[src/rtl/assert_macros.svh]
// ----------------------------------------------------------------------------
// assert_macros.svh
// shared assertion macros, clocked on clk and disabled during arst_n
// ----------------------------------------------------------------------------
`ifndef ASSERT_MACROS_SVH
`define ASSERT_MACROS_SVH

// same-cycle implication
`define MVP_ASSERT_IMPLY(lbl, ante, cons, msg) \
	lbl: assert property (@(posedge clk) disable iff (!arst_n) (ante) |-> (cons)) \
		else $error(msg);

// next-cycle implication
`define MVP_ASSERT_NEXT(lbl, ante, cons, msg) \
	lbl: assert property (@(posedge clk) disable iff (!arst_n) (ante) |=> (cons)) \
		else $error(msg);

`endif

[src/rtl/mvp_pkg.sv]
// ----------------------------------------------------------------------------
// mvp_pkg
// shared types and constants of the motion vector median predictor
// ----------------------------------------------------------------------------
package mvp_pkg;

	// defaults for the top-level parameters
	localparam int MAX_BLOCKS_ACROSS_DEF = 64;
	localparam int VECTOR_BITS_DEF       = 12;

	// fixed field widths
	localparam int DELTA_BITS    = 12;
	localparam int POS_BITS      = 6;
	localparam int CFG_DATA_BITS = 7;
	localparam int CFG_INDEX_BITS = 2;

	// frame height limit
	localparam int MAX_BLOCKS_DOWN = 64;

	// register indexes
	localparam logic [CFG_INDEX_BITS-1:0] REG_BLOCKS_ACROSS = 2'd0;
	localparam logic [CFG_INDEX_BITS-1:0] REG_BLOCKS_DOWN   = 2'd1;

	// register reset values
	localparam logic [CFG_DATA_BITS-1:0] BLOCKS_ACROSS_RST = 7'd32;
	localparam logic [CFG_DATA_BITS-1:0] BLOCKS_DOWN_RST   = 7'd24;

	// which neighbours of a block exist
	typedef struct packed {
		logic have_left;
		logic have_up;
		logic have_ur;
	} nbr_t;

endpackage

[src/rtl/motion_vector_median_predictor_unit.sv]
// ----------------------------------------------------------------------------
// motion_vector_median_predictor_unit
// Rebuilds block motion vectors of an inter frame in raster order. Each
// accepted word is one block's symbol (reuse flag or x/y delta); each result
// word carries the saturated vector, the block position and a frame_done flag
// on the last block. The block takes one word per clock and gives one per
// clock while the receiver does not stall; a result word passes through
// stage one and then the output register before it is on the port. The
// throughput is set by the left-neighbour loop: predictor select, delta add
// and saturation are combinational in stage one and feed the next block
// directly. The row above lives in one memory (two read ports, one write
// port, registered read) read at accept and written when the block leaves
// stage one; a block that reads the entry the previous block is writing
// takes the vector from the left register instead. The row memory needs no
// clearing pass after reset: every entry read in a frame was written in the
// row above. Registers: index 0 blocks_across, index 1 blocks_down, to be
// written by the user only while the unit is idle; the unit itself does not
// enforce this. Out-of-range values act as the nearest legal value, and a
// position past a shrunken frame counts as the last one.
// ----------------------------------------------------------------------------
`include "assert_macros.svh"

module motion_vector_median_predictor_unit #(
	parameter int MAX_BLOCKS_ACROSS = mvp_pkg::MAX_BLOCKS_ACROSS_DEF,
	parameter int VECTOR_BITS       = mvp_pkg::VECTOR_BITS_DEF
) (
	input  logic                                      clk,
	input  logic                                      arst_n,
	// configuration write channel
	input  logic                                      cfg_valid,
	output logic                                      cfg_ready,
	input  logic [mvp_pkg::CFG_INDEX_BITS-1:0]        cfg_index,
	input  logic [mvp_pkg::CFG_DATA_BITS-1:0]         cfg_data,
	// symbol channel
	input  logic                                      blk_valid,
	output logic                                      blk_stall,
	input  logic                                      reuse_prediction,
	input  logic signed [mvp_pkg::DELTA_BITS-1:0]     delta_x,
	input  logic signed [mvp_pkg::DELTA_BITS-1:0]     delta_y,
	// vector channel
	output logic                                      vec_valid,
	input  logic                                      vec_stall,
	output logic signed [VECTOR_BITS-1:0]             vector_x,
	output logic signed [VECTOR_BITS-1:0]             vector_y,
	output logic [mvp_pkg::POS_BITS-1:0]              block_column,
	output logic [mvp_pkg::POS_BITS-1:0]              block_line,
	output logic                                      frame_done
);

	localparam int CW = $clog2(MAX_BLOCKS_ACROSS);
	// compare width for column against blocks_across
	localparam int AW = (CW + 1 > mvp_pkg::CFG_DATA_BITS) ? CW + 1 : mvp_pkg::CFG_DATA_BITS;
	localparam int DW = mvp_pkg::CFG_DATA_BITS;
	localparam int MW = 2 * VECTOR_BITS;

	// configuration registers
	logic [DW-1:0] across_q, down_q;

	// position of the next block
	logic [CW-1:0]                col_q;
	logic [mvp_pkg::POS_BITS-1:0] line_q;

	// clamped frame size and position flags of the incoming block
	logic [AW-1:0]  across_c;
	logic [DW-1:0]  down_c;
	logic           last_col, last_line;
	mvp_pkg::nbr_t  nbr_in;
	logic [CW-1:0]  ur_addr;

	// handshake
	logic blk_acc, s1_adv, out_take;

	// stage one: block in flight with its row-above data
	logic                               valid_s1;
	logic                               reuse_s1;
	logic signed [mvp_pkg::DELTA_BITS-1:0] dx_s1, dy_s1;
	logic [CW-1:0]                      col_s1;
	logic [mvp_pkg::POS_BITS-1:0]       line_s1;
	mvp_pkg::nbr_t                      nbr_s1;
	logic                               done_s1;
	logic                               byp_up_s1, byp_ur_s1;
	logic [MW-1:0]                      up_rd_s1, ur_rd_s1;

	// row-above memory, x in the upper half, y in the lower
	logic [MW-1:0] row_mem [MAX_BLOCKS_ACROSS];

	// vector of the previous block
	logic signed [VECTOR_BITS-1:0] left_x_q, left_y_q;

	// neighbour values after bypass, and the new vector
	logic signed [VECTOR_BITS-1:0] up_x, up_y, ur_x, ur_y, vx_new, vy_new;

	// output register
	logic                          vec_valid_q;
	logic signed [VECTOR_BITS-1:0] vx_q, vy_q;
	logic [CW-1:0]                 out_col_q;
	logic [mvp_pkg::POS_BITS-1:0]  out_line_q;
	logic                          out_done_q;

	// ------------------------------------------------------------------
	// configuration port, always ready
	// ------------------------------------------------------------------
	assign cfg_ready = 1'b1;

	always_ff @(posedge clk or negedge arst_n) begin
		if (!arst_n) begin
			across_q <= mvp_pkg::BLOCKS_ACROSS_RST;
			down_q   <= mvp_pkg::BLOCKS_DOWN_RST;
		end else if (cfg_valid && cfg_ready) begin
			unique case (cfg_index)
				mvp_pkg::REG_BLOCKS_ACROSS: across_q <= cfg_data;
				mvp_pkg::REG_BLOCKS_DOWN:   down_q   <= cfg_data;
				default: ;
			endcase
		end
	end

	// ------------------------------------------------------------------
	// frame geometry: clamp registers and classify the next block
	// ------------------------------------------------------------------
	always_comb begin
		if (across_q == '0) begin
			across_c = AW'(1);
		end else if (AW'(across_q) > AW'(MAX_BLOCKS_ACROSS)) begin
			across_c = AW'(MAX_BLOCKS_ACROSS);
		end else begin
			across_c = AW'(across_q);
		end

		if (down_q == '0) begin
			down_c = DW'(1);
		end else if (down_q > DW'(mvp_pkg::MAX_BLOCKS_DOWN)) begin
			down_c = DW'(mvp_pkg::MAX_BLOCKS_DOWN);
		end else begin
			down_c = down_q;
		end

		// a position at or past the end counts as the last one
		last_col  = (AW'(col_q) + AW'(1)) >= across_c;
		last_line = (DW'(line_q) + DW'(1)) >= down_c;

		nbr_in.have_left = (col_q != '0);
		nbr_in.have_up   = (line_q != '0);
		nbr_in.have_ur   = nbr_in.have_up && !last_col;

		// up-right address, kept inside the memory on the last column
		ur_addr = last_col ? col_q : col_q + CW'(1);
	end

	// ------------------------------------------------------------------
	// handshake: stage one moves on unless the output word is held
	// ------------------------------------------------------------------
	assign out_take  = vec_valid_q && !vec_stall;
	assign s1_adv    = valid_s1 && (!vec_valid_q || !vec_stall);
	assign blk_stall = valid_s1 && !s1_adv;
	assign blk_acc   = blk_valid && !blk_stall;

	// ------------------------------------------------------------------
	// position counters advance on every accepted word
	// ------------------------------------------------------------------
	always_ff @(posedge clk or negedge arst_n) begin
		if (!arst_n) begin
			col_q  <= '0;
			line_q <= '0;
		end else if (blk_acc) begin
			if (last_col) begin
				col_q  <= '0;
				line_q <= last_line ? '0 : line_q + mvp_pkg::POS_BITS'(1);
			end else begin
				col_q <= col_q + CW'(1);
			end
		end
	end

	// ------------------------------------------------------------------
	// row memory: read up and up-right at accept, write the new vector
	// when the block leaves stage one (read returns the old contents)
	// ------------------------------------------------------------------
	always_ff @(posedge clk) begin
		if (s1_adv) begin
			row_mem[col_s1] <= {vx_new, vy_new};
		end
		if (blk_acc) begin
			up_rd_s1 <= row_mem[col_q];
			ur_rd_s1 <= row_mem[ur_addr];
		end
	end

	// ------------------------------------------------------------------
	// stage one registers
	// ------------------------------------------------------------------
	always_ff @(posedge clk or negedge arst_n) begin
		if (!arst_n) begin
			valid_s1 <= 1'b0;
		end else if (blk_acc) begin
			valid_s1 <= 1'b1;
		end else if (s1_adv) begin
			valid_s1 <= 1'b0;
		end
	end

	always_ff @(posedge clk) begin
		if (blk_acc) begin
			reuse_s1 <= reuse_prediction;
			dx_s1    <= delta_x;
			dy_s1    <= delta_y;
			col_s1   <= col_q;
			line_s1  <= line_q;
			nbr_s1   <= nbr_in;
			done_s1  <= last_col && last_line;
			// a block still in stage one is written at this same edge, so its
			// vector lands in the left register: take it from there
			byp_up_s1 <= valid_s1 && (col_s1 == col_q);
			byp_ur_s1 <= valid_s1 && (col_s1 == ur_addr);
		end
	end

	always_comb begin
		up_x = byp_up_s1 ? left_x_q : $signed(up_rd_s1[MW-1:VECTOR_BITS]);
		up_y = byp_up_s1 ? left_y_q : $signed(up_rd_s1[VECTOR_BITS-1:0]);
		ur_x = byp_ur_s1 ? left_x_q : $signed(ur_rd_s1[MW-1:VECTOR_BITS]);
		ur_y = byp_ur_s1 ? left_y_q : $signed(ur_rd_s1[VECTOR_BITS-1:0]);
	end

	// predictor, delta add and saturation, one unit per component
	mvp_pred #(
		.VECTOR_BITS(VECTOR_BITS)
	) u_pred_x (
		.left     (left_x_q),
		.up       (up_x),
		.up_right (ur_x),
		.nbr      (nbr_s1),
		.reuse    (reuse_s1),
		.delta    (dx_s1),
		.vec      (vx_new)
	);

	mvp_pred #(
		.VECTOR_BITS(VECTOR_BITS)
	) u_pred_y (
		.left     (left_y_q),
		.up       (up_y),
		.up_right (ur_y),
		.nbr      (nbr_s1),
		.reuse    (reuse_s1),
		.delta    (dy_s1),
		.vec      (vy_new)
	);

	// ------------------------------------------------------------------
	// left neighbour: the last finished vector
	// ------------------------------------------------------------------
	always_ff @(posedge clk or negedge arst_n) begin
		if (!arst_n) begin
			left_x_q <= '0;
			left_y_q <= '0;
		end else if (s1_adv) begin
			left_x_q <= vx_new;
			left_y_q <= vy_new;
		end
	end

	// ------------------------------------------------------------------
	// output register
	// ------------------------------------------------------------------
	always_ff @(posedge clk or negedge arst_n) begin
		if (!arst_n) begin
			vec_valid_q <= 1'b0;
		end else if (s1_adv) begin
			vec_valid_q <= 1'b1;
		end else if (out_take) begin
			vec_valid_q <= 1'b0;
		end
	end

	always_ff @(posedge clk) begin
		if (s1_adv) begin
			vx_q       <= vx_new;
			vy_q       <= vy_new;
			out_col_q  <= col_s1;
			out_line_q <= line_s1;
			out_done_q <= done_s1;
		end
	end

	assign vec_valid    = vec_valid_q;
	assign vector_x     = vx_q;
	assign vector_y     = vy_q;
	assign block_column = mvp_pkg::POS_BITS'(out_col_q);
	assign block_line   = out_line_q;
	assign frame_done   = out_done_q;

	// ------------------------------------------------------------------
	// assertions
	// ------------------------------------------------------------------
	// the last block of a frame sends both counters back to the origin
	`MVP_ASSERT_NEXT(a_frame_wrap, blk_acc && last_col && last_line, col_q == '0 && line_q == '0, "position did not wrap after last block")
	// after each stage-one advance, left register and output word carry the same finished vector
	`MVP_ASSERT_NEXT(a_left_matches_out, s1_adv, vec_valid_q && left_x_q == vx_q && left_y_q == vy_q, "left vector differs from delivered vector")
	// input is held back only when both stages are occupied and the receiver stalls
	`MVP_ASSERT_IMPLY(a_stall_only_when_full, blk_stall, valid_s1 && vec_valid_q && vec_stall, "input stalled with room in the pipeline")

endmodule

[src/rtl/mvp_pred.sv]
// ----------------------------------------------------------------------------
// mvp_pred
// one vector component: predictor selection, delta add and saturation
// ----------------------------------------------------------------------------
module mvp_pred #(
	parameter int VECTOR_BITS = mvp_pkg::VECTOR_BITS_DEF
) (
	input  logic signed [VECTOR_BITS-1:0]         left,
	input  logic signed [VECTOR_BITS-1:0]         up,
	input  logic signed [VECTOR_BITS-1:0]         up_right,
	input  mvp_pkg::nbr_t                         nbr,
	input  logic                                  reuse,
	input  logic signed [mvp_pkg::DELTA_BITS-1:0] delta,
	output logic signed [VECTOR_BITS-1:0]         vec
);

	localparam int SW = ((VECTOR_BITS > mvp_pkg::DELTA_BITS) ?
		VECTOR_BITS : mvp_pkg::DELTA_BITS) + 1;
	localparam logic signed [SW-1:0] SAT_HI =
		{{(SW - VECTOR_BITS + 1){1'b0}}, {(VECTOR_BITS - 1){1'b1}}};
	localparam logic signed [SW-1:0] SAT_LO = ~SAT_HI;

	logic signed [VECTOR_BITS-1:0] lo_lu, hi_lu, hi_uur, lo_hr, med, pred;
	logic signed [SW-1:0]          sum;

	// median as max(min(l,u), min(max(l,u), ur))
	always_comb begin
		lo_lu  = (left < up) ? left : up;
		hi_lu  = (left > up) ? left : up;
		hi_uur = (up > up_right) ? up : up_right;
		lo_hr  = (hi_lu < up_right) ? hi_lu : up_right;
		med    = (lo_lu > lo_hr) ? lo_lu : lo_hr;
	end

	always_comb begin
		if (!nbr.have_left && !nbr.have_up) begin
			pred = '0;
		end else if (!nbr.have_up) begin
			pred = left;
		end else if (!nbr.have_left) begin
			pred = nbr.have_ur ? hi_uur : up;
		end else if (!nbr.have_ur) begin
			pred = hi_lu;
		end else begin
			pred = med;
		end
	end

	always_comb begin
		sum = SW'(pred) + SW'(delta);
		if (reuse) begin
			vec = pred;
		end else if (sum > SAT_HI) begin
			vec = VECTOR_BITS'(SAT_HI);
		end else if (sum < SAT_LO) begin
			vec = VECTOR_BITS'(SAT_LO);
		end else begin
			vec = VECTOR_BITS'(sum);
		end
	end

endmodule

[config.mk]
export PLATFORM = sky130hd
export DESIGN_NAME = motion_vector_median_predictor_unit
export DESIGN_NICKNAME = d
export VERILOG_FILES = /design/src/rtl/mvp_pkg.sv /design/src/rtl/motion_vector_median_predictor_unit.sv /design/src/rtl/mvp_pred.sv
export VERILOG_INCLUDE_DIRS = /design/src /design/src/rtl
export SDC_FILE = /design/constraint.sdc
export NUM_CORES = 2
export LEC_CHECK = 0
export ABC_CLOCK_PERIOD_IN_PS = 20500
export BUFFER_PORTS_ARGS = -buffer_cell sky130_fd_sc_hd__buf_2
export CAP_MARGIN = 20
export CORE_UTILIZATION = 45
export CTS_CLUSTER_DIAMETER = 60
export DETAILED_ROUTE_END_ITERATION = 8
export GPL_TIMING_DRIVEN = 0
export PLACE_DENSITY = 0.69
export SLEW_MARGIN = 10
export SYNTH_ARGS = -nofsm -noshare
export SYNTH_HDL_FRONTEND = slang
export SYNTH_SLANG_ARGS = --single-unit
[constraint.sdc]
create_clock -name clk -period 20.5 [get_ports clk]
set_input_delay 1.025 -clock clk [delete_from_list [all_inputs] [get_ports clk]]
set_output_delay 1.025 -clock clk [all_outputs]
set_load 0.02 [all_outputs]
==> flow_summary.json <==
{
  "status": "complete, but fails checks",
  "violations": "slew limit",
  "worstSkewPairLatency_ns": 0.91,
  "critPathLaunchType": "register",
  "die_h_um": 439,
  "nNetsFinal": 6593,
  "synth_xor_area_share_pct": 0.366,
  "antenna_found_initial": 45,
  "min_period_ns": 14.42,
  "cp_slowest_stage_delay_ns": 0.80,
  "ctsResizeCount": 0,
  "yosys.area_share.simple_pct": 8.46,
  "numPortBuffers": 77,
  "synth_cell_types": 94,
  "critPathMostFrequentCell": "clkbuf_1",
  "end_kind": "register",
  "synth_top_family_by_area": "multiplexers",
  "synth_top_flop_cell": "edfxtp_1",
  "core-area_um2": 190000,
  "max_cap_violations": 0,
  "cts_root_buffer": "clkbuf_16",
  "die-area_um2": 193000,
  "hold_buffers": 0,
  "std_cell_rows": 160,
  "cts_htree_levels": 4,
  "synth_fa_ha_area_share_pct": 2.04,
  "busiest_layer": "met2",
  "use_met1_pct": 46.8,
  "path_class": "reg2reg",
  "drc": 0,
  "ys_ff_latch": 1716,
  "grt_usage_pct": 36.3,
  "grt_pass1_vias": 60300,
  "syn_area_um2": 86100,
  "slowest_stage": "mux2i_1",
  "area_growth_pct": 15.9,
  "use_met2_pct": 51.7,
  "final_cell_mix": "1,664 x edfxtp_1, 989 x nand2_1, 504 x mux4_2",
  "cts_tree": "yes",
  "synth_top_area_cell": "edfxtp_1",
  "wire_per_inst_um": 39.1,
  "layout-drive-gt1-share_pct": 22.5,
  "tns_ns": 0,
  "synth-compound-area-share_pct": 7.86,
  "numCtsBuffers": 180,
  "skew_ns": 0.0951,
  "multi_input_area_um2": 33400,
  "viasPerCell": 7.05,
  "ys_warn_count": 0,
  "crit_arrival_ns": 15.12,
  "regArea_um2": 51300,
  "post-place-ws_ns": 6.56,
  "required_ns": 21.19,
  "dp_hpwl_um": 262000,
  "synth_area_per_cell_um2": 14.4,
  "postRouteAntennaNets": 0,
  "finalWirelength_um": 355000,
  "slew_violations": 1,
  "max_freq_ghz": 0.0693,
  "cts.path.max_buffers": 3,
  "setup_ws_ns": 6.08,
  "setup_viol": 0,
  "grtUsageMet3_pct": 12.5,
  "design.portCount": 79,
  "grt_pass1_wl_um": 482000,
  "grt_start_max_net_pins": 100,
  "clk_pin_slew_ns": 0.06,
  "cp_max_fo": 10,
  "fin_crit_sh_pct": 70.4,
  "hp-class": "in2async",
  "cts_sinks": 1716,
  "worst_pin_slew_ns": 1.52,
  "gp_congestion": 1.08,
  "finalHoldViolCount": 0,
  "synth_cells": 5978,
  "yosysTopAreaCellShare_pct": 58.0,
  "drt_first_pass_iters": 8,
  "synth-async-reset-ratio_pct": 3.03,
  "synth_area_leaders": "edfxtp_1 58%, mux4_2 13%, nand2_1 4.3%",
  "rsz0062_at_grt": "no",
  "muxShareOfSynthArea_pct": 19.2,
  "post_cts_buffers": 0,
  "die_w_um": 439,
  "grt_overflow_total": 0,
  "ys_seq_area_share_pct": 59.6,
  "mostFrequentLayoutCell": "edfxtp_1",
  "synth_edf_count": 1664,
  "start_util_pct": 45.3,
  "vias": 64100,
  "synth_fp_nets": 6156,
  "max_slew_margin_pct": -1.09,
  "drt_iter0_markers": 12500,
  "nFillCells": 15500
}
==> metal layers <==
layer	vias to the layer above	share of wire [%]	routed length, um
li1	24800	-	-
met1	32000	35	124000
met2	5942	42	149000
met3	1237	15	53700
met4	14	8.2	29000
met5	-	0.024	84
==> worst max-delay path, delay by kind of cell (launching register included) <==
family	cells	cell delay [ns]
muxes	2	1.02
DFF	1	0.33
and+or+nand+nor	11	2.44
adders and majority gates	4	1.31
AOI/OAI and AO/OA	17	4.88
buffers and inverters	13	4.25
==> layout make-up <==
class | count | share of cell area [%]
Antenna cell | 18 | 0.0452
Clock inverter | 123 | 1.39
Multi-Input combinational cell | 3742 | 33.5
Inverter | 95 | 0.362
Sequential cell | 1716 | 51.4
Tap cell | 2511 | 3.15
Timing Repair Buffer | 255 | 3.70
Buffer | 425 | 1.83
Clock buffer | 208 | 4.62
==> worst paths after layout <==
path	start	to	slack [ns]	cells after the start
worst min register to register	line_q[2]	line_s1[2]	0.41	0
min in group clk	delta_y[10]	dy_s1[10]	0.38	1
worst max-delay path	byp_up_s1	row_mem[6][1]	6.08	47
max in group asynchronous	arst_n	left_y_q[3]	19.71	1
worst min-delay path	arst_n	down_q[0]	0.18	1
worst max register to register	byp_up_s1	row_mem[6][1]	6.08	47
==> sequential cells by signal, summed over array words and instances (netlist names), 3 cells and up <==
register      count
nbr_s1            3
col_s1            6
across_q          7
left_y_q         12
down_q            7
up_rd_s1         24
block_column      6
dx_s1            12
dy_s1            12
vector_y         12
block_line        6
vector_x         12
ur_rd_s1         24
left_x_q         12
line_q            6
line_s1           6
row_mem        1536
col_q             6
==> logic make-up (layout without fill, tap and decap cells) <==
kind of cell	Yosys count	after routing
other	1	19
adder cells (fa/ha/maj)	139	139
AND/OR/NAND/NOR	1648	1648
AO/OA/AOI/OAI	918	918
flip-flops	1716	1716
buffers and inverters	520	1106
XOR/XNOR	36	36
multiplexers	1000	1000
==> metrics by stage <==
| step | hold slack [ns] | instance area [um2] | cells | util (%) |
|---|---|---|---|---|
| final | 0.183 | 99800 | 9093 | 52.5 |
| after global routing | 0.228 | 99700 | 9081 | 52.4 |
| after CTS | 0.194 | 99400 | 9050 | 52.3 |
| after detailed placement | 0.405 | 93400 | 8719 | 49.1 |
| after global placement | 0.407 | 89600 | 8566 | 47.1 |
| after floorplan | 0.400 | 86100 | 5978 | - |
==> synth_stat cells, types with 92 or more instances <==
cell type,count
edfxtp_1,1664
nand2_1,991
mux4_2,504
mux2i_1,315
clkbuf_1,255
nand3_1,226
nor2_1,185
mux2_2,179
a21oi_1,138
ha_1,137
o21ai_0,124
a32oi_1,97
inv_1,92
Power is left out: the tool's default activity adds up to more than one toggle a clock period on the data nets, which glitch-free logic cannot reach.
